--- src/sv/assert_macros.svh ---
// Assertion helpers for the RTL; integer_radix_to_ascii_core includes them.
`ifndef ASSERT_MACROS_SVH
`define ASSERT_MACROS_SVH

// Clocked check, off while reset is held.
`define ASSERT_CLK(label, clk, rst_n, prop, msg) \
    label: assert property (@(posedge clk) disable iff (!(rst_n)) (prop)) \
        else $error(msg);

// Clocked check that a condition never holds outside reset.
`define ASSERT_NEVER(label, clk, rst_n, cond, msg) \
    `ASSERT_CLK(label, clk, rst_n, !(cond), msg)

`endif

--- src/sv/itoa_pkg.sv ---
package itoa_pkg;

    localparam int DIGIT_W = 6;
    localparam int BASE_W  = 6;
    localparam int CHAR_W  = 8;

    localparam logic [CHAR_W-1:0] CH_ZERO  = 8'h30;
    localparam logic [CHAR_W-1:0] CH_A     = 8'h41;
    localparam logic [CHAR_W-1:0] CH_MINUS = 8'h2D;
    localparam logic [CHAR_W-1:0] CH_NUL   = 8'h00;

    localparam logic [DIGIT_W-1:0] DIGIT_TEN = 6'd10;

    localparam logic [BASE_W-1:0] BASE_RAW = 6'd0;
    localparam logic [BASE_W-1:0] BASE_ERR = 6'd1;
    localparam logic [BASE_W-1:0] BASE_DEC = 6'd10;

    typedef struct packed {
        logic               done;
        logic               quo_zero;
        logic [DIGIT_W-1:0] digit;
    } t_div_stat;

    function automatic logic [CHAR_W-1:0] digit_char(input logic [DIGIT_W-1:0] d);
        logic [CHAR_W-1:0] c;
        if (d < DIGIT_TEN) begin
            c = CH_ZERO + CHAR_W'(d);
        end else begin
            c = CH_A + CHAR_W'(d - DIGIT_TEN);
        end
        return c;
    endfunction

endpackage

--- src/sv/itoa_store.sv ---
module itoa_store #(
    parameter int DEPTH = 32
) (
    input  logic                               i_clk,
    input  logic                               i_we,
    input  logic [$clog2(DEPTH)-1:0]           i_waddr,
    input  logic [itoa_pkg::DIGIT_W-1:0]       i_wdata,
    input  logic                               i_re,
    input  logic [$clog2(DEPTH)-1:0]           i_raddr,
    output logic [itoa_pkg::DIGIT_W-1:0]       o_rdata
);

    logic [itoa_pkg::DIGIT_W-1:0] r_mem [DEPTH];
    logic [itoa_pkg::DIGIT_W-1:0] r_rdata;

    always_ff @(posedge i_clk) begin
        if (i_we) begin
            r_mem[i_waddr] <= i_wdata;
        end
        if (i_re) begin
            r_rdata <= r_mem[i_raddr];
        end
    end

    assign o_rdata = r_rdata;

endmodule

--- src/sv/itoa_div.sv ---
module itoa_div #(
    parameter int VALUE_BITS = 32
) (
    input  logic                          i_clk,
    input  logic                          i_rst_n,
    input  logic                          i_load,
    input  logic [VALUE_BITS-1:0]         i_dividend,
    input  logic [itoa_pkg::BASE_W-1:0]   i_base,
    output itoa_pkg::t_div_stat           o_stat
);

    localparam int NB = (VALUE_BITS + 7) / 8;
    localparam int DW = NB * 8;
    localparam int CW = (NB > 1) ? $clog2(NB) : 1;

    logic                           r_run;
    logic [DW-1:0]                  r_dvd;
    logic [itoa_pkg::DIGIT_W-1:0]   r_rem;
    logic [itoa_pkg::BASE_W-1:0]    r_base;
    logic [CW-1:0]                  r_cyc;

    logic [DW-1:0]                  n_dvd;
    logic [7:0]                     w_top;
    logic [7:0]                     w_q;
    logic [itoa_pkg::DIGIT_W-1:0]   w_rem;
    logic [itoa_pkg::DIGIT_W:0]     w_t;
    logic                           w_last;
    logic                           w_zero;

    // one byte of long division per cycle: eight compare-subtract steps
    always_comb begin
        w_top = r_dvd[DW-1 -: 8];
        w_rem = r_rem;
        w_q   = '0;
        w_t   = '0;
        for (int i = 7; i >= 0; i--) begin
            w_t = {w_rem, w_top[i]};
            if (w_t >= {1'b0, r_base}) begin
                w_rem  = itoa_pkg::DIGIT_W'(w_t - {1'b0, r_base});
                w_q[i] = 1'b1;
            end else begin
                w_rem  = w_t[itoa_pkg::DIGIT_W-1:0];
            end
        end
        n_dvd = (r_dvd << 8) | DW'(w_q);
    end

    assign w_last = (r_cyc == CW'(NB - 1));
    assign w_zero = (n_dvd == '0);

    assign o_stat.done     = r_run && w_last;
    assign o_stat.quo_zero = w_zero;
    assign o_stat.digit    = w_rem;

    always_ff @(posedge i_clk) begin
        if (!i_rst_n) begin
            r_run <= 1'b0;
            r_cyc <= '0;
        end else if (i_load) begin
            r_run <= 1'b1;
            r_cyc <= '0;
        end else if (r_run) begin
            if (w_last) begin
                r_cyc <= '0;
                r_run <= !w_zero;
            end else begin
                r_cyc <= r_cyc + 1'b1;
            end
        end
    end

    always_ff @(posedge i_clk) begin
        if (i_load) begin
            r_dvd  <= DW'(i_dividend);
            r_rem  <= '0;
            r_base <= i_base;
        end else if (r_run) begin
            r_dvd <= n_dvd;
            r_rem <= w_last ? '0 : w_rem;
        end
    end

endmodule

--- src/sv/integer_radix_to_ascii_core.sv ---
// Channel   Direction  Handshake             Payload
// command   in         start high, busy low  i_mode, i_value, i_base
// result    out        o_strobe, one cycle   o_char_code, o_last, o_error
//
// Base 0 and base 1 give their single item in the cycle after start.
// Other bases: the byte-wide divider finds each digit and writes it to the digit
// store; the digits are then read back one per cycle, most significant first,
// through the store's read register and the output register. Once the divider
// starts, busy stays high until the last item is registered at the outputs.
// Reset is synchronous and active low; the receiver cannot stall.
`include "assert_macros.svh"

module integer_radix_to_ascii_core #(
    parameter int VALUE_BITS = 32
) (
    input  logic                              i_clk,
    input  logic                              i_rst_n,
    input  logic                              start,
    output logic                              busy,
    input  logic                              i_mode,
    input  logic [31:0]                       i_value,
    input  logic [itoa_pkg::BASE_W-1:0]       i_base,
    output logic                              o_strobe,
    output logic [itoa_pkg::CHAR_W-1:0]       o_char_code,
    output logic                              o_last,
    output logic                              o_error
);

    localparam int AW = $clog2(VALUE_BITS);

    localparam logic [1:0] S_IDLE = 2'd0;
    localparam logic [1:0] S_DIV  = 2'd1;
    localparam logic [1:0] S_EMIT = 2'd2;

    logic [1:0]                     r_state, n_state;
    logic [AW:0]                    r_nd, n_nd;
    logic [AW:0]                    r_ptr, n_ptr;
    logic                           r_rd_vld, n_rd_vld;
    logic                           r_rd_last, n_rd_last;
    logic                           r_strobe, n_strobe;
    logic [itoa_pkg::CHAR_W-1:0]    r_char, n_char;
    logic                           r_last, n_last;
    logic                           r_error, n_error;

    logic                           w_acc;
    logic [VALUE_BITS-1:0]          w_v;
    logic [VALUE_BITS-1:0]          w_mag;
    logic                           w_neg;
    logic                           w_load;
    logic                           w_we;
    logic                           w_re;
    logic [AW:0]                    w_rd_idx;
    logic [itoa_pkg::DIGIT_W-1:0]   w_rdata;
    itoa_pkg::t_div_stat            w_div;

    assign busy   = (r_state != S_IDLE) || r_rd_vld;
    assign w_acc  = start && !busy;
    assign w_v    = VALUE_BITS'(i_value);
    assign w_neg  = i_mode && (i_base == itoa_pkg::BASE_DEC) && w_v[VALUE_BITS-1];
    assign w_mag  = w_neg ? (~w_v + 1'b1) : w_v;
    assign w_rd_idx = r_ptr - 1'b1;

    itoa_div #(
        .VALUE_BITS (VALUE_BITS)
    ) u_div (
        .i_clk      (i_clk),
        .i_rst_n    (i_rst_n),
        .i_load     (w_load),
        .i_dividend (w_mag),
        .i_base     (i_base),
        .o_stat     (w_div)
    );

    itoa_store #(
        .DEPTH (VALUE_BITS)
    ) u_store (
        .i_clk   (i_clk),
        .i_we    (w_we),
        .i_waddr (r_nd[AW-1:0]),
        .i_wdata (w_div.digit),
        .i_re    (w_re),
        .i_raddr (w_rd_idx[AW-1:0]),
        .o_rdata (w_rdata)
    );

    always_comb begin
        n_state   = r_state;
        n_nd      = r_nd;
        n_ptr     = r_ptr;
        n_rd_vld  = 1'b0;
        n_rd_last = r_rd_last;
        n_strobe  = 1'b0;
        n_char    = r_char;
        n_last    = r_last;
        n_error   = 1'b0;
        w_load    = 1'b0;
        w_we      = 1'b0;
        w_re      = 1'b0;

        case (r_state)
            S_IDLE: begin
                if (w_acc) begin
                    if (i_base == itoa_pkg::BASE_RAW) begin
                        n_strobe = 1'b1;
                        n_char   = i_value[7:0];
                        n_last   = 1'b1;
                    end else if (i_base == itoa_pkg::BASE_ERR) begin
                        n_strobe = 1'b1;
                        n_char   = itoa_pkg::CH_NUL;
                        n_last   = 1'b1;
                        n_error  = 1'b1;
                    end else begin
                        if (w_neg) begin
                            n_strobe = 1'b1;
                            n_char   = itoa_pkg::CH_MINUS;
                            n_last   = 1'b0;
                        end else if (w_mag == '0) begin
                            n_strobe = 1'b1;
                            n_char   = itoa_pkg::CH_ZERO;
                            n_last   = 1'b1;
                        end
                        if (w_mag != '0) begin
                            w_load  = 1'b1;
                            n_nd    = '0;
                            n_state = S_DIV;
                        end
                    end
                end
            end
            S_DIV: begin
                if (w_div.done) begin
                    w_we = 1'b1;
                    n_nd = r_nd + 1'b1;
                    if (w_div.quo_zero) begin
                        n_ptr   = r_nd + 1'b1;
                        n_state = S_EMIT;
                    end
                end
            end
            S_EMIT: begin
                w_re      = 1'b1;
                n_rd_vld  = 1'b1;
                n_rd_last = (r_ptr == (AW+1)'(1));
                n_ptr     = w_rd_idx;
                if (r_ptr == (AW+1)'(1)) begin
                    n_state = S_IDLE;
                end
            end
            default: begin
                n_state = S_IDLE;
            end
        endcase

        if (r_rd_vld) begin
            n_strobe = 1'b1;
            n_char   = itoa_pkg::digit_char(w_rdata);
            n_last   = r_rd_last;
            n_error  = 1'b0;
        end
    end

    always_ff @(posedge i_clk) begin
        if (!i_rst_n) begin
            r_state  <= S_IDLE;
            r_rd_vld <= 1'b0;
            r_strobe <= 1'b0;
        end else begin
            r_state  <= n_state;
            r_rd_vld <= n_rd_vld;
            r_strobe <= n_strobe;
        end
    end

    always_ff @(posedge i_clk) begin
        r_nd      <= n_nd;
        r_ptr     <= n_ptr;
        r_rd_last <= n_rd_last;
        r_char    <= n_char;
        r_last    <= n_last;
        r_error   <= n_error;
    end

    assign o_strobe    = r_strobe;
    assign o_char_code = r_char;
    assign o_last      = r_last;
    assign o_error     = r_error;

    `ASSERT_CLK(a_err_is_last, i_clk, i_rst_n, (o_strobe && o_error) |-> o_last, "error item not last")
    `ASSERT_CLK(a_emit_reads, i_clk, i_rst_n, (r_state == S_EMIT) |=> r_rd_vld, "emit without read")
    `ASSERT_CLK(a_read_shows, i_clk, i_rst_n, r_rd_vld |=> o_strobe, "read digit dropped")
    `ASSERT_NEVER(a_div_in_div, i_clk, i_rst_n, w_div.done && (r_state != S_DIV), "digit outside divide")

endmodule
--- config.mk ---
export PLATFORM = sky130hd
export DESIGN_NAME = integer_radix_to_ascii_core
export DESIGN_NICKNAME = d
export VERILOG_FILES = /design/src/sv/itoa_pkg.sv /design/src/sv/itoa_store.sv /design/src/sv/itoa_div.sv /design/src/sv/integer_radix_to_ascii_core.sv
export VERILOG_INCLUDE_DIRS = /design/src /design/src/sv
export SDC_FILE = /design/constraint.sdc
export NUM_CORES = 1
export LEC_CHECK = 0
export BUFFER_PORTS_ARGS = -buffer_cell sky130_fd_sc_hd__buf_2
export CORE_UTILIZATION = 50
export DETAILED_ROUTE_END_ITERATION = 6
export PLACE_DENSITY = 0.67
export SLEW_MARGIN = 30
export SYNTH_ARGS = -nofsm -noshare
export SYNTH_HDL_FRONTEND = slang
export SYNTH_HIERARCHICAL = 1
export SYNTH_SLANG_ARGS = --single-unit
--- constraint.sdc ---
create_clock -name i_clk -period 19.1 [get_ports i_clk]
set_clock_uncertainty 0.05 [all_clocks]
set_input_delay 3.82 -clock i_clk [delete_from_list [all_inputs] [get_ports i_clk]]
set_output_delay 3.82 -clock i_clk [all_outputs]
set_load 0.005 [all_outputs]
==> flow_metrics.py <==
metrics = {
    "route": {
        "drt_iter0_drc": 862,
        "drt-vias-per-instance": 6.001,
        "vias": 9860,
        "finalWirelength_um": 34750,
        "antenna_left": 0,
        "routedWlPerCell_um": 21.15,
        "dr.pass1.iters": 7,
        "drc": 0,
    },
    "synthesis": {
        "synth_area_leaders": "edfxtp_1 (51%), mux4_2 (8.9%), ha_1 (4.9%)",
        "syn_inst": 1174,
        "avgSynthCellArea_um2": 12.90,
        "ys_types": 87,
        "synth.yosys.warnings": 6,
        "synth-edff-count": 258,
        "syn_nets": 1283,
        "synth_ff_type": "edfxtp_1",
        "ys_ff_latch": 272,
        "yosysTopAreaCellShare_pct": 51.14,
        "yosysTopAreaCell": "edfxtp_1",
        "yosysSeqAreaShare_pct": 52.99,
        "syn_area_um2": 15150,
        "async_flop_share_pct": 0,
    },
    "cells_and_area": {
        "multi_input_area_um2": 6728,
        "seq_area_um2": 8029,
        "final_util_pct": 56.95,
        "antennaDiodeCount": 0,
        "syn2layout_area_growth_pct": 11.71,
        "n_fill_cell": 2413,
        "final_layout_size_suffix_gt1_share_pct": 22.19,
        "nets": 1340,
    },
    "min_path": {
        "hold_class": "reg2reg",
    },
    "grt": {
        "first_global_vias": 9734,
        "antenna_found_initial": 0,
        "grtUsageTotal_pct": 22.60,
        "grt_pass1_wl_um": 54110,
        "grt_max_degree": 51,
        "grtUsageMet2_pct": 37.71,
        "overflow": 0,
        "globalRouteMet1Util_pct": 30.78,
        "met3_usage_pct": 2.541,
        "top_usage_layer": "met2",
    },
    "placement": {
        "io_buffers": 53,
        "place.gp.congestion": 0.9723,
        "dpl.hpwl_um": 24540,
    },
    "worst_setup_path": {
        "slowest_delay_ns": 0.75,
        "critPathLaunch": "u_div/r_base[4]",
        "cp.depth": 70,
        "reg2reg_to": "u_store/r_mem[11][4]",
        "r2r_start": "u_div/r_base[4]",
        "worst-path-max-fanout": 33,
        "r2r_cells": 70,
        "cpMostUsedCell": "o21ai_0",
        "criticalPathCategory": "reg2reg",
        "endpoint": "u_store/r_mem[11][4]",
        "crit_buf_inv": 2,
        "cp.arrival_ns": 17.72,
        "end_kind": "flop",
        "crit_path_start_kind": "flop",
        "critPathTopFamily": "compound AO/OA/AOI/OAI gates",
        "required_ns": 19.33,
        "rrSetupSlack_ns": 1.61,
        "crit_slowest_cell": "mux2_2",
    },
    "cts": {
        "numCtsBuffers": 28,
        "hold_buffers": 0,
        "cts-root-buf": "clkbuf_16",
        "clockBufferDepth": 3,
        "clkLatencyLatePin_ns": 0.58,
        "cts_tree": "done",
        "htree_levels": 1,
        "clk_pin_slew_worst_paths_ns": 0.06,
        "cts.sinks": 272,
    },
    "sta": {
        "setup_viol": 0,
        "timing.fmax_mhz": 57.18,
        "slew_violations": 0,
        "min_period_ns": 17.49,
        "post-route-period-util_pct": 91.57,
        "slew_headroom_pct": 34.18,
        "final_hold_viol_count": 0,
        "tightestPinTransition_ns": 0.9825,
    },
    "die": {
        "core-area_um2": 29720,
        "die_area_um2": 31000,
        "die_w_um": 176.1,
        "io_pins": 54,
        "std_cell_rows": 63,
        "fp.dieH_um": 176.1,
        "initial_core_util_pct": 50.97,
    },
    "run": {
        "maxCapViolCount": 0,
    },
    "outcome": {
        "status": "finished clean",
    },
}
==> cell type report <==
class	count	area share (%)
timing repair buffer	74	2.521
multi-input combinational	783	39.76
tap	390	2.884
clock buffer	37	4.695
clock inverter	15	1.102
sequential	272	47.45
inverter	72	1.597
==> cells in the final DEF (no fill, tap or decap), drive strengths merged, types with 7 or more instances in the layout <==
master and count:
nor2 103, mux4 60, a21boi 8, ha 59, xnor2 42, or4 8
and2 7, a22o 7, buf 74, inv 73, or3 9, edfxtp 258
nor3 25, a31oi 9, or3b 7, nand3 24, nand2 58, mux2 53
xor2 26, clkinv 8, nor2b 14, nand2b 9, nor4 15, a21oi 46
a21o 13, nand4 11, fa 8, dfxtp 14, o21ai 49, nand3b 8
mux2i 13, and3 7, clkbuf 37
==> cells in the mapped netlist, types with 24 or more instances <==
cell type	instances
a21oi_1	44
clkbuf_1	26
edfxtp_1	258
ha_1	59
inv_1	72
mux2_2	53
mux4_2	60
nand2_1	58
nand3_1	24
nor2_1	103
nor3_1	24
o21ai_0	46
xnor2_1	42
xor2_1	26
==> flip-flops by register name (all words and copies together), names as in the netlist <==
register / cells
o_char_code: 8
o_error: 1
o_last: 1
o_strobe: 1
r_nd: 6
r_ptr: 6
r_rd_last: 1
r_rd_vld: 1
r_state: 2
u_div/r_base: 6
u_div/r_cyc: 2
u_div/r_dvd: 32
u_div/r_rem: 6
u_div/r_run: 1
u_store/o_rdata: 6
u_store/r_mem: 192
==> through the flow <==
stage	TNS, ns	area (um2)	cells	hold WS, ns	worst slack [ns]
after floorplan	0	15150	1174	0.4010	2.535
after global placement	0	15810	1583	0.4313	1.174
after detailed placement	0	15810	1583	0.4408	0.3743
after CTS	0	16790	1635	0.4616	0.3437
after global routing	-0.09206	16920	1643	0.4647	-0.02335
final	0	16920	1643	0.4540	1.610
==> tightest hold or removal path, delay by kind of cell (launching register included) <==
family / cells / cell delay, ns
muxes: 1 / 0.07
DFF: 1 / 0.33
and+or+nand+nor: 1 / 0.07
==> cells by family (layout without fill, tap and decap cells) <==
logic type / count (synthesis) / after routing / synth area share [%]
and+or+nand+nor: 327 / 327 / 11.13
DFF: 272 / 272 / 52.99
AOI/OAI and AO/OA: 195 / 195 / 9.003
muxes: 126 / 126 / 13.72
buffers and inverters: 119 / 198 / 3.287
xor gates and xnor gates: 68 / 68 / 3.932
adders and majority gates: 67 / 67 / 5.930
==> per-layer routing <==
metal  share of wire [%]  vias to the layer above  wire length, um
li1                    -                     4617                -
met1                  43                     4875            15050
met2                  49                      311            16890
met3                 4.8                       57             1665
met4                 3.3                        0             1149
met5                   0                        -                0
==> worst min path at each step <==
stage | slack [ns] | from | depth (start not counted) | endpoint
final | 0.45 | u_div/r_cyc[1] | 2 | u_div/r_cyc[1]
after detailed placement | 0.44 | u_div/r_cyc[1] | 2 | u_div/r_cyc[1]
after CTS | 0.46 | u_div/r_cyc[1] | 2 | u_div/r_cyc[1]
after global routing | 0.46 | u_div/r_rem[5] | 1 | u_div/r_rem[5]
after global placement | 0.43 | u_div/r_cyc[1] | 2 | u_div/r_cyc[1]
after floorplan | 0.40 | u_div/r_rem[5] | 1 | u_div/r_rem[5]
==> timing repair <==
item | CTS | global route
setup buffers | 0 | 8
resized for setup | 0 | 23
setup endpoints to repair | 0 | 208
Power is left out: the tool's default activity adds up to more than one toggle a clock period on the data nets, which glitch-free logic cannot reach.
